--- config.mk ---
export PLATFORM = sky130hd
export DESIGN_NAME = swing_count_handshake_detector_top
export DESIGN_NICKNAME = d
export VERILOG_FILES = /design/src/design/hsd_pkg.sv /design/src/design/hsd_force.sv /design/src/design/hsd_track.sv /design/src/design/swing_count_handshake_detector_top.sv
export SDC_FILE = /design/constraint.sdc
export NUM_CORES = 2
export LEC_CHECK = 0
export BUFFER_PORTS_ARGS = -buffer_cell sky130_fd_sc_hd__clkbuf_2
export CAP_MARGIN = 20
export CORE_ASPECT_RATIO = 1.75
export CORE_UTILIZATION = 50
export CTS_CLUSTER_SIZE = 12
export DETAILED_ROUTE_END_ITERATION = 12
export GPL_ROUTABILITY_DRIVEN = 0
export GPL_TIMING_DRIVEN = 0
export PLACE_DENSITY = 0.66
export SLEW_MARGIN = 20
export SYNTH_ARGS = -nofsm -noshare
export SYNTH_HDL_FRONTEND = slang
export SYNTH_SLANG_ARGS = --single-unit
--- constraint.sdc ---
create_clock -name clk -period 10 [get_ports clk]
set_input_delay 2 -clock clk [delete_from_list [all_inputs] [get_ports clk]]
set_output_delay 2 -clock clk [all_outputs]
set_load 0.02 [all_outputs]
--- src/design/hsd_pkg.sv ---
// Shared types, constants and helper functions of the swing count handshake detector.
package hsd_pkg;

	localparam int unsigned POSE_W  = 32;
	localparam int unsigned FORCE_W = 24;
	localparam int unsigned THR_W   = 20;
	localparam int unsigned CNT_W   = 8;
	localparam int unsigned TIMER_W = 16;
	localparam int unsigned SQ_W    = 2 * FORCE_W - 1;
	localparam int unsigned SUM_W   = SQ_W + 1;
	localparam int unsigned DIST_W  = POSE_W + 1;
	localparam int unsigned CFG_IDX_W = 8;

	localparam logic [TIMER_W-1:0] LONG_STILL_TICKS  = 16'd500;
	localparam logic [TIMER_W-1:0] SHORT_STILL_TICKS = 16'd50;
	localparam logic [SUM_W-1:0]   FORCE_SQ_LIMIT    = 48'd3146;
	localparam logic signed [FORCE_W-1:0] AXIS_FORCE_LIMIT = 24'sd102;

	localparam logic [THR_W-1:0] OUTWARD_RESET  = 20'd40000;
	localparam logic [THR_W-1:0] RETURN_RESET   = 20'd5000;
	localparam logic [CNT_W-1:0] REQUIRED_RESET = 8'd3;

	typedef logic [CFG_IDX_W-1:0] cfg_idx_t;
	localparam cfg_idx_t CFG_OUTWARD_THRESHOLD = 8'd0;
	localparam cfg_idx_t CFG_RETURN_THRESHOLD  = 8'd1;
	localparam cfg_idx_t CFG_REQUIRED_SWINGS   = 8'd2;

	typedef struct packed {
		logic signed [POSE_W-1:0]  pose_z_um;
		logic signed [FORCE_W-1:0] force_x;
		logic signed [FORCE_W-1:0] force_y;
		logic signed [FORCE_W-1:0] force_z;
		logic                      start_request;
		logic                      stop_request;
	} sample_t;

	typedef struct packed {
		logic signed [POSE_W-1:0] pose_z_um;
		logic                     start_request;
		logic                     stop_request;
		logic                     force_small;
		logic                     axes_below;
	} still_t;

	typedef struct packed {
		logic [THR_W-1:0] outward_threshold_um;
		logic [THR_W-1:0] return_threshold_um;
		logic [CNT_W-1:0] required_swings;
	} cfg_t;

	typedef struct packed {
		logic             handshake_done;
		logic [CNT_W-1:0] swing_total;
		logic             detecting;
		logic             swung_out;
	} result_t;

	function automatic logic [TIMER_W-1:0] timer_inc(input logic [TIMER_W-1:0] t);
		logic [TIMER_W-1:0] r;
		r = (t == '1) ? t : t + TIMER_W'(1);
		return r;
	endfunction

	function automatic logic [CNT_W-1:0] count_inc(input logic [CNT_W-1:0] c);
		logic [CNT_W-1:0] r;
		r = (c == '1) ? c : c + CNT_W'(1);
		return r;
	endfunction

endpackage

--- src/design/hsd_force.sv ---
// Input register and force test pipeline: squares, sum and per-axis limit checks.
module hsd_force import hsd_pkg::*; (
	input  logic    clk,
	input  logic    arst_n,
	input  logic    in_valid,
	output logic    in_ready,
	input  sample_t in_item,
	output logic    out_valid,
	input  logic    out_ready,
	output still_t  out_item
);

	logic    valid_s1, valid_s2, valid_s3;
	logic    ready_s1, ready_s2, ready_s3;
	sample_t item_s1;
	logic [SQ_W-1:0] sqx_s2, sqy_s2, sqz_s2;
	logic signed [POSE_W-1:0] z_s2;
	logic    start_s2, stop_s2, axes_s2;
	still_t  item_s3;

	logic signed [2*FORCE_W-1:0] sqx, sqy, sqz;
	logic [SUM_W-1:0] sq_sum;
	logic axes_below;

	assign ready_s3 = !valid_s3 || out_ready;
	assign ready_s2 = !valid_s2 || ready_s3;
	assign ready_s1 = !valid_s1 || ready_s2;
	assign in_ready = ready_s1;

	assign sqx = item_s1.force_x * item_s1.force_x;
	assign sqy = item_s1.force_y * item_s1.force_y;
	assign sqz = item_s1.force_z * item_s1.force_z;
	// Signed compare on purpose: any negative axis force passes.
	assign axes_below = (item_s1.force_x <= AXIS_FORCE_LIMIT) &&
	                    (item_s1.force_y <= AXIS_FORCE_LIMIT) &&
	                    (item_s1.force_z <= AXIS_FORCE_LIMIT);

	assign sq_sum = {1'b0, sqx_s2} + {1'b0, sqy_s2} + {1'b0, sqz_s2};

	always_ff @(posedge clk or negedge arst_n) begin
		if (!arst_n) begin
			valid_s1 <= 1'b0;
			valid_s2 <= 1'b0;
			valid_s3 <= 1'b0;
		end else begin
			if (ready_s1) valid_s1 <= in_valid;
			if (ready_s2) valid_s2 <= valid_s1;
			if (ready_s3) valid_s3 <= valid_s2;
		end
	end

	always_ff @(posedge clk) begin
		if (ready_s1 && in_valid) item_s1 <= in_item;
		if (ready_s2 && valid_s1) begin
			sqx_s2   <= sqx[SQ_W-1:0];
			sqy_s2   <= sqy[SQ_W-1:0];
			sqz_s2   <= sqz[SQ_W-1:0];
			z_s2     <= item_s1.pose_z_um;
			start_s2 <= item_s1.start_request;
			stop_s2  <= item_s1.stop_request;
			axes_s2  <= axes_below;
		end
		if (ready_s3 && valid_s2) begin
			item_s3.pose_z_um     <= z_s2;
			item_s3.start_request <= start_s2;
			item_s3.stop_request  <= stop_s2;
			item_s3.force_small   <= sq_sum < FORCE_SQ_LIMIT;
			item_s3.axes_below    <= axes_s2;
		end
	end

	assign out_valid = valid_s3;
	assign out_item  = item_s3;

endmodule

--- src/design/hsd_track.sv ---
// Detector state, swing hysteresis, stillness timer and the result register.
module hsd_track import hsd_pkg::*; (
	input  logic    clk,
	input  logic    arst_n,
	input  cfg_t    cfg,
	input  logic    in_valid,
	output logic    in_ready,
	input  still_t  in_item,
	output logic    res_valid,
	input  logic    res_ready,
	output result_t res_item
);

	logic                     active_q, phase_q, ref_valid_q;
	logic [CNT_W-1:0]         count_q;
	logic [TIMER_W-1:0]       timer_q;
	logic signed [POSE_W-1:0] ref_z_q;
	logic                     res_valid_q;
	result_t                  res_q;

	logic                     fire, active_n, phase_n, enough, done, out_gt, ret_lt;
	logic [CNT_W-1:0]         count_n;
	logic [TIMER_W-1:0]       timer_n, timer_a;
	logic signed [POSE_W-1:0] ref_z;
	logic signed [DIST_W-1:0] diff;
	logic [DIST_W-1:0]        z_offset;

	assign in_ready = !res_valid_q || res_ready;
	assign fire     = in_valid && in_ready;

	always_comb begin
		ref_z    = ref_valid_q ? ref_z_q : in_item.pose_z_um;
		active_n = active_q || in_item.start_request;
		diff     = {in_item.pose_z_um[POSE_W-1], in_item.pose_z_um} - {ref_z[POSE_W-1], ref_z};
		z_offset = diff[DIST_W-1] ? DIST_W'(-diff) : DIST_W'(diff);
		out_gt   = z_offset > {{(DIST_W-THR_W){1'b0}}, cfg.outward_threshold_um};
		ret_lt   = z_offset < {{(DIST_W-THR_W){1'b0}}, cfg.return_threshold_um};

		phase_n = phase_q;
		count_n = count_q;
		timer_n = timer_q;
		enough  = 1'b0;
		done    = 1'b0;
		if (active_n) begin
			timer_a = in_item.force_small ? timer_inc(timer_q) : '0;
			phase_n = phase_q || out_gt;
			if (ret_lt && phase_n) begin
				phase_n = 1'b0;
				count_n = count_inc(count_q);
			end
			enough  = count_n >= cfg.required_swings;
			timer_n = timer_a;
			if (enough) begin
				timer_n = in_item.axes_below ? timer_inc(timer_a) : '0;
			end
			done = (timer_n > LONG_STILL_TICKS) || ((timer_n > SHORT_STILL_TICKS) && enough);
		end else begin
			timer_a = timer_q;
		end
	end

	always_ff @(posedge clk or negedge arst_n) begin
		if (!arst_n) begin
			active_q    <= 1'b0;
			phase_q     <= 1'b0;
			ref_valid_q <= 1'b0;
			count_q     <= '0;
			timer_q     <= '0;
			ref_z_q     <= '0;
			res_valid_q <= 1'b0;
		end else begin
			if (in_ready) res_valid_q <= in_valid;
			if (fire) begin
				if (in_item.stop_request) begin
					active_q    <= 1'b0;
					phase_q     <= 1'b0;
					ref_valid_q <= 1'b0;
					count_q     <= '0;
					timer_q     <= '0;
					ref_z_q     <= '0;
				end else begin
					active_q    <= active_n;
					phase_q     <= phase_n;
					ref_valid_q <= 1'b1;
					count_q     <= count_n;
					timer_q     <= timer_n;
					ref_z_q     <= ref_z;
				end
			end
		end
	end

	always_ff @(posedge clk) begin
		if (fire) begin
			res_q.handshake_done <= done;
			res_q.swing_total    <= count_n;
			res_q.detecting      <= active_n;
			res_q.swung_out      <= phase_n;
		end
	end

	assign res_valid = res_valid_q;
	assign res_item  = res_q;

endmodule

--- src/design/swing_count_handshake_detector_top.sv ---
// Top level of the swing count handshake detector: ports, configuration registers, packing.
//
//  Channel   Direction  Handshake                 Payload
//  s_axis    in         s_axis_tvalid/tready      tdata: pose Z and three forces; tuser: flags
//  m_axis    out        m_axis_tvalid/tready      tdata: done, swing total, detecting, swung out
//  cfg       in         cfg_valid/cfg_ready       cfg_index selects the register, cfg_data value
//
// One sample is taken every cycle when the output side keeps up. A sample passes four
// registers: the input register, loaded at its transfer, the force squaring stage, the sum and
// limit stage, and the result register that is loaded together with the state update.
// Reset is asynchronous and active low; it clears the detector state and loads the default
// thresholds. A stalled output fills the pipeline bubbles first, so s_axis_tready only drops
// once every stage holds a sample. Configuration writes are always taken.
module swing_count_handshake_detector_top import hsd_pkg::*; (
	input  logic                 clk,
	input  logic                 arst_n,
	input  logic                 s_axis_tvalid,
	output logic                 s_axis_tready,
	// Fields from bit 0: pose_z_um[31:0], force_x[55:32], force_y[79:56], force_z[103:80].
	input  logic [103:0]         s_axis_tdata,
	// Fields from bit 0: start_request[0], stop_request[1].
	input  logic [1:0]           s_axis_tuser,
	output logic                 m_axis_tvalid,
	input  logic                 m_axis_tready,
	// Fields from bit 0: handshake_done[0], swing_total[8:1], detecting[9], swung_out[10];
	// bits above are zero.
	output logic [15:0]          m_axis_tdata,
	input  logic                 cfg_valid,
	output logic                 cfg_ready,
	input  logic [CFG_IDX_W-1:0] cfg_index,
	input  logic [THR_W-1:0]     cfg_data
);

	cfg_t    cfg_q;
	sample_t sample;
	still_t  still;
	logic    still_valid, still_ready;
	result_t result;

	// Configuration registers; an index past the last register is taken and dropped.
	assign cfg_ready = 1'b1;

	always_ff @(posedge clk or negedge arst_n) begin
		if (!arst_n) begin
			cfg_q.outward_threshold_um <= OUTWARD_RESET;
			cfg_q.return_threshold_um  <= RETURN_RESET;
			cfg_q.required_swings      <= REQUIRED_RESET;
		end else if (cfg_valid && cfg_ready) begin
			case (cfg_index)
				CFG_OUTWARD_THRESHOLD: cfg_q.outward_threshold_um <= cfg_data;
				CFG_RETURN_THRESHOLD:  cfg_q.return_threshold_um  <= cfg_data;
				CFG_REQUIRED_SWINGS:   cfg_q.required_swings      <= cfg_data[CNT_W-1:0];
				default: ;
			endcase
		end
	end

	// Unpack the incoming transfer into named fields.
	assign sample.pose_z_um     = s_axis_tdata[31:0];
	assign sample.force_x       = s_axis_tdata[55:32];
	assign sample.force_y       = s_axis_tdata[79:56];
	assign sample.force_z       = s_axis_tdata[103:80];
	assign sample.start_request = s_axis_tuser[0];
	assign sample.stop_request  = s_axis_tuser[1];

	// The force tests depend on the sample alone, so they run ahead of the state update.
	hsd_force u_force (
		.clk       (clk),
		.arst_n    (arst_n),
		.in_valid  (s_axis_tvalid),
		.in_ready  (s_axis_tready),
		.in_item   (sample),
		.out_valid (still_valid),
		.out_ready (still_ready),
		.out_item  (still)
	);

	// The reference, swing phase, counter and timer all update in the final stage, so each
	// sample sees the state left by the one before it.
	hsd_track u_track (
		.clk       (clk),
		.arst_n    (arst_n),
		.cfg       (cfg_q),
		.in_valid  (still_valid),
		.in_ready  (still_ready),
		.in_item   (still),
		.res_valid (m_axis_tvalid),
		.res_ready (m_axis_tready),
		.res_item  (result)
	);

	assign m_axis_tdata = {5'b0, result.swung_out, result.detecting, result.swing_total,
	                       result.handshake_done};

endmodule
# Word level (Yosys, flattened, before mapping)
# Cells that the tools add are included.
dict set report classes {
  bitwise 0
  n_reduce_logical 25
  addsub 7
  shift 0
  eq_ne 5
  div 0
  n_lt_le_gt_ge 9
  multipliers 3
  muxes 21
}
# op n
set ops {}
lappend ops {{multiplier 24 x 24 -> 47 bit} 3}
lappend ops {{two-way mux 16 bit} 8}
lappend ops {{<= comparator 24 x 8 -> 1 bit (second input constant)} 3}
lappend ops {{two-way mux 32 bit} 2}
lappend ops {{adder 47 x 47 -> 48 bit} 1}
lappend ops {{adder 48 x 47 -> 48 bit} 1}
lappend ops {{less-than comparator 48 x 12 -> 1 bit (second input constant)} 1}
lappend ops {{two-way mux 8 bit} 5}
lappend ops {{> comparator 33 x 20 -> 1 bit} 1}
lappend ops {{less-than comparator 33 x 20 -> 1 bit} 1}
lappend ops {{two-way mux 33 bit} 1}
lappend ops {{negation 33 bit} 1}
lappend ops {{subtractor 32 x 32 -> 33 bit} 1}
lappend ops {{adder 16 x 1 -> 16 bit (second input constant)} 2}
lappend ops {{== test 16 bit (second input constant)} 2}
lappend ops {{> comparator 16 x 6 -> 1 bit (second input constant)} 1}
lappend ops {{> comparator 16 x 9 -> 1 bit (second input constant)} 1}
lappend ops {{adder 8 x 1 -> 8 bit (second input constant)} 1}
lappend ops {{== test 8 x 1 -> 1 bit (second input constant)} 1}
lappend ops {{== test 8 x 2 -> 1 bit (second input constant)} 1}
lappend ops {{== test 8 bit (second input constant)} 1}
lappend ops {{greater-or-equal comparator 8 bit} 1}
lappend ops {{logical AND 1 bit} 8}
lappend ops {{logical NOT 8 bit} 1}
lappend ops {{other kinds (5)} 21}
dict set report totals {
  in_bits 139
  word_cells 105
  latchBits 0
  ff_bits 440
  mem_bits_rw 0
  n_memories 0
  romBits 0
}

# Depth between registers and ports, before layout
dict set report logic_depth {
  word_depth 15
  depth_mapped 46
  mapped_depth_nobuf 41
}

# Modules after synthesis
# Synthesis repeated with hierarchy kept, for this count alone.
dict set report unflattened {
  hier_cells 7989
  hier_area_um2 79950.4
}
# mod seq_area_each_um2 cells_per_inst area_per_inst_um2 n_inst
set modules_own_cells {}
lappend modules_own_cells {hsd_force 9534.1 6740 69267.7 1}
lappend modules_own_cells {hsd_track 1831.8 1134 8777.2 1}
lappend modules_own_cells {swing_count_handshake_detector_top 1216.2 115 1905.6 1}

# Least setup slack after synthesis
# OpenSTA, ideal clock, no wires.
dict set report synth_timing {
  path_type {register to register}
  from {register u_track.ref_valid_q}
  to {register u_track.res_q, in the netlist u_track.res_item[10] (data pin)}
  arrival_time_ns 8.790
  setup_ns 0.260
  slack_ns 0.950
  stages_incl_launch_ff 44
  path_buffers 5
  required_ns 9.740
  synth_period_minus_slack_ns 9.050
  path_cell_list {dfrtp_1 -> clkbuf_1 -> clkbuf_1 -> mux2i_1 -> ha_1 -> clkbuf_1 -> a21oi_1 -> o221ai_1 -> a211o_1 -> a21o_1 -> nand3_1 -> a211oi_1 -> nor4b_1 -> or2_2 -> clkbuf_1 -> clkbuf_1 -> nand2_1 -> o21ai_0 -> (+8 left out) -> o31ai_1 -> a21oi_1 -> or2_2 -> nor4b_4 -> mux2_1 -> ha_1 -> a21o_1 -> a21o_1 -> a21o_1 -> a21oi_1 -> o21ai_0 -> nand2_1 -> o41ai_1 -> nand3_1 -> mux2i_1 -> o31ai_1 -> a41o_1 -> o21ai_0}
}
dict set report synth_between {
  elab_chain_cells 15
  elab_cells_between_ends 17
  classes_between {add/sub (2); order compare (5); mux (6); reduce/logical (4)}
}
# element line_no
set synth_lines {}
lappend synth_lines {{from (decl)} hsd_track.sv:14} ;# logic active_q, phase_q, ref_valid_q;
lappend synth_lines {{from (signal assigned)} hsd_track.sv:66} ;# ref_valid_q <= 1'b0;
lappend synth_lines {{from (signal assigned)} hsd_track.sv:77} ;# ref_valid_q <= 1'b0;
lappend synth_lines {{from (signal assigned)} hsd_track.sv:84} ;# ref_valid_q <= 1'b1;
lappend synth_lines {{two-way mux 32 bit *} hsd_track.sv:32} ;# ref_z = ref_valid_q ? ref_z_q : in_item.pose_z_um;
lappend synth_lines {{subtractor 32 x 32 -> 33 bit *} hsd_track.sv:34} ;# diff = {in_item.pose_z_um[POSE_W-1], in_item.pose_z_um} - {ref_z[POSE_W-1], ref_z};
lappend synth_lines {{negation 33 bit} hsd_track.sv:35} ;# z_offset = diff[DIST_W-1] ? DIST_W'(-diff) : DIST_W'(diff);
lappend synth_lines {{two-way mux 33 bit *} hsd_track.sv:35}
lappend synth_lines {{> comparator 33 x 20 -> 1 bit} hsd_track.sv:36} ;# out_gt = z_offset > {{(DIST_W-THR_W){1'b0}}, cfg.outward_threshold_um};
lappend synth_lines {{logical OR 1 bit} hsd_track.sv:46} ;# phase_n = phase_q || out_gt;
lappend synth_lines {{logical AND 1 bit *} hsd_track.sv:47} ;# if (ret_lt && phase_n) begin
lappend synth_lines {{two-way mux 8 bit *} hsd_track.sv:47}
lappend synth_lines {{two-way mux 8 bit *} hsd_track.sv:44} ;# if (active_n) begin
lappend synth_lines {{greater-or-equal comparator 8 bit *} hsd_track.sv:51} ;# enough = count_n >= cfg.required_swings;
lappend synth_lines {{two-way mux 16 bit} hsd_track.sv:53} ;# if (enough) begin
lappend synth_lines {{two-way mux 16 bit} hsd_track.sv:44}
lappend synth_lines {{> comparator 16 x 6 -> 1 bit} hsd_track.sv:56} ;# done = (timer_n > LONG_STILL_TICKS) || ((timer_n > SHORT_STILL_TICKS) && enough);
lappend synth_lines {{logical AND 1 bit} hsd_track.sv:56}
lappend synth_lines {{logical OR 1 bit *} hsd_track.sv:56}
lappend synth_lines {{to (decl)} hsd_track.sv:19} ;# result_t res_q;
# Every way passes the cells marked *; elsewhere a longest branch is shown, timed or not. The select of a mux whose other input is x is not followed.
# A chain may end at the register's enable or synchronous reset.

# Worst setup path after layout
# Ends and elaborated chain as after synthesis.

==> impl_metrics.csv <==
group,metric,value,unit
status,status,"finished, violations left",
status,violations,"design-rule violations",
critical_path,cp_data_arrival_time,10270,ps
placed_design,io_buffers,151,
critical_path,crit_top_cell,"a21o_1",
global_route,antenna_found_initial,11,
logic_synthesis,synth-seq-cells,437,
critical_path,slowest_stage,"dfrtp_2",
critical_path,r2r_slack,220,ps
logic_synthesis,synth_top_area_share,43.04,%
critical_path,end_kind,"flip-flop",
cells_and_area,drive_gt1_share,4.991,%
logic_synthesis,async_reset_ff_share,25.40,%
route,antenna_left,0,
sta,hold_violations,0,
sta,worst_pin_slew,1124,ps
logic_synthesis,synth-warning-count,0,
logic_synthesis,yosysMostFrequentCell,"inv_1",
min_path,hp-start,"u_force.axes_s2",
cts,cts_buffers,49,
logic_synthesis,synth-main-ff-cell,"edfxtp_1",
route,vias_per_cell,5.469,
cts,cts_buffer_depth,3,
placed_design,placed_cells,9897,
cells_and_area,multiInputGateArea,58240,sq um
route,drt_wl_total,215100,um
placed_design,dp_hpwl,181000,um
logic_synthesis,synth_top_cells_by_area,"fa_1 (43%), edfxtp_1 (12%), inv_1 (9.1%)",
sta,min_period,9781,ps
critical_path,rr_startpoint,"u_track.ref_valid_q",
global_route,grt_pass1_vias,61393,
cts,cts.root.buffer_cell,"clkbuf_16",
route,wl_per_cell,21.52,um
cts,clkTransAtPathRegs,70,ps
floorplanning,dieArea,159000,sq um
logic_synthesis,syn-cell-area,78690,sq um
sta,setup_viol,0,
cts,cts_tree,"done",
sta,finalMaxSlewViolations,0,
logic_synthesis,synth-edff-count,326,
route,dr.pass1.iters,12,
min_path,whs_endpoint,"u_force.out_item[0]",
logic_synthesis,synth_common_cells,"inv_1 (1899), fa_1 (1692), nand2_1 (611)",
min_path,hp-class,"flip-flop to flip-flop",
logic_synthesis,synth_area_per_cell,10.23,sq um
floorplanning,die_h,526.8,um
logic_synthesis,syn_inst,7695,
critical_path,required,10490,ps
global_route,grt_usage,28.06,%
cts,clkSinkCount,437,
cells_and_area,nets,10301,
logic_synthesis,ys_seq_area_share,15.99,%
global_route,grt_max_degree,80,
critical_path,rr_worst_depth,43,
cts,htree_levels,2,
global_route,grt_pass1_wl,335500,um
critical_path,crit_type,"flip-flop to flip-flop",
floorplanning,core_area,156400,sq um
cells_and_area,seq_area,12580,sq um
sta,fmax,0.1022,GHz
floorplanning,die-width,301.9,um
critical_path,max_stage_delay,490,ps
critical_path,path_max_fanout,10,
global_route,globalRouteOverflowTotal,0,
cells_and_area,area_growth,6.832,%
sta,slew_headroom,24.52,%
route,drtIter0Drc,3182,
route,drc,40,
sta,skew,61.89,ps
cells_and_area,num-fill-cells,13838,
cells_and_area,fin_cells,9995,
job,cap_viol_max_count,0,
floorplanning,start_util,50.32,%
floorplanning,io_pins,158,
floorplanning,num_rows,192,
critical_path,crit_path_start_kind,"flip-flop",
sta,rsz0062_at_grt,"true",
cts,clock_latency,700,ps
min_path,worstHoldPathCells,0,
logic_synthesis,synth.largest_area_cell,"fa_1",
critical_path,r2r-end,"u_track.res_item[10]",
sta,finalCritPeriodShare,97.81,%
cts,holdBufCountCts,0,
route,via_count,54664,
logic_synthesis,yosysUniqueCellTypes,95,
## metal layers
metal	track usage, %	vias to the layer above	part of all wire (%)
met4	20.15	18	8.8
li1	-	24129	-
met1	28.38	27870	33
met2	52.14	1820	54
met3	3.712	827	5.0
met5	0	-	0.055
## final cells by class
cell class | instances | share of cell area, %
clock inverter | 22 | 0.3244
inverter | 1904 | 8.503
antenna | 3 | 0.008930
buffer | 231 | 1.125
sequential | 437 | 14.97
multi-input combinational | 5127 | 69.28
timing repair buffer | 166 | 1.192
clock buffer | 68 | 1.567
tap | 2037 | 3.032
## how the worst max path moves through the flow
stage	cells past startpoint	startpoint	slack (ps)	to
after floorplan	43	u_track.ref_valid_q	950	u_track.res_item[10]
after global placement	42	u_track.ref_valid_q	-2590	u_track.res_item[10]
after detailed placement	42	u_track.ref_valid_q	-2600	u_track.res_item[10]
after CTS	43	u_track.ref_valid_q	10	u_track.res_item[10]
after global routing	42	u_track.ref_valid_q	-200	u_track.res_item[10]
final	43	u_track.ref_valid_q	220	u_track.res_item[10]
## cell families after synthesis
family	count (synthesis)	share of synthesized area, %
AOI/OAI and AO/OA	799	6.869
xor gates and xnor gates	271	3.016
adders and majority gates	2246	51.85
buffers and inverters	2138	10.26
DFF	437	15.99
muxes	86	1.156
other	2	0.009543
and+or+nand+nor	1716	10.85
## worst max-delay path: cells and delay by family, from the launching register on
kind | cells | cell delay (ps)
multiplexers | 2 | 620
adder cells (fa/ha/maj) | 4 | 1310
AO/OA/AOI/OAI | 23 | 4750
flip-flops | 1 | 490
XOR/XNOR | 1 | 290
buffers and inverters | 3 | 660
AND/OR/NAND/NOR | 10 | 1450
## timing repair
item / CTS / global route
buffers inserted: 4 / 4
gates resized for setup: 35 / 24
hold endpoints to repair: 0 / 0
setup endpoints to repair: 20 / 7
pin swaps: 3 / 5
## registers in the layout (all words and copies together), names as in the netlist, 8 cells and up
name / cells
cfg_q: 48
u_force.item_s1: 106
u_force.out_item: 36
u_force.sqx_s2: 46
u_force.sqy_s2: 46
u_force.sqz_s2: 46
u_force.z_s2: 32
u_track.count_q: 8
u_track.ref_z_q: 32
u_track.res_item: 11
u_track.timer_q: 16
## cells in the final DEF, fill, tap and decap left out, types with 47 or more instances in the layout
| cell | instances |
|---|---|
| a21oi_1 | 195 |
| o21ai_0 | 134 |
| ha_1 | 551 |
| and2_1 | 404 |
| xor2_1 | 87 |
| clkbuf_2 | 156 |
| fa_1 | 1692 |
| edfxtp_1 | 326 |
| o31ai_1 | 48 |
| inv_1 | 1899 |
| clkbuf_16 | 49 |
| a21o_1 | 109 |
| dfrtp_1 | 98 |
| nor2_1 | 257 |
| nor3_1 | 69 |
| clkbuf_1 | 214 |
| mux2i_1 | 47 |
| nand2_1 | 610 |
| nand3_1 | 67 |
| xnor2_1 | 182 |
| nand2b_1 | 71 |
## per-stage QoR
step | hold WS, ps | TNS, ps | cell area [sq um] | setup WS, ps | utilization [%]
floorplan | 400.3 | 0 | 78720 | 949.9 | -
CTS | 404.7 | 0 | 83980 | 11.28 | 53.70
finish | 415.2 | 0 | 84070 | 219.2 | 53.76
global route | 418.8 | -196.1 | 84070 | -196.1 | 53.75
detailed placement | 404.5 | -24920 | 82240 | -2596 | 52.59
global placement | 401.1 | -24420 | 82020 | -2595 | 52.45
Power is left out: the tool's default activity adds up to more than one toggle a clock period on the data nets, which glitch-free logic cannot reach.
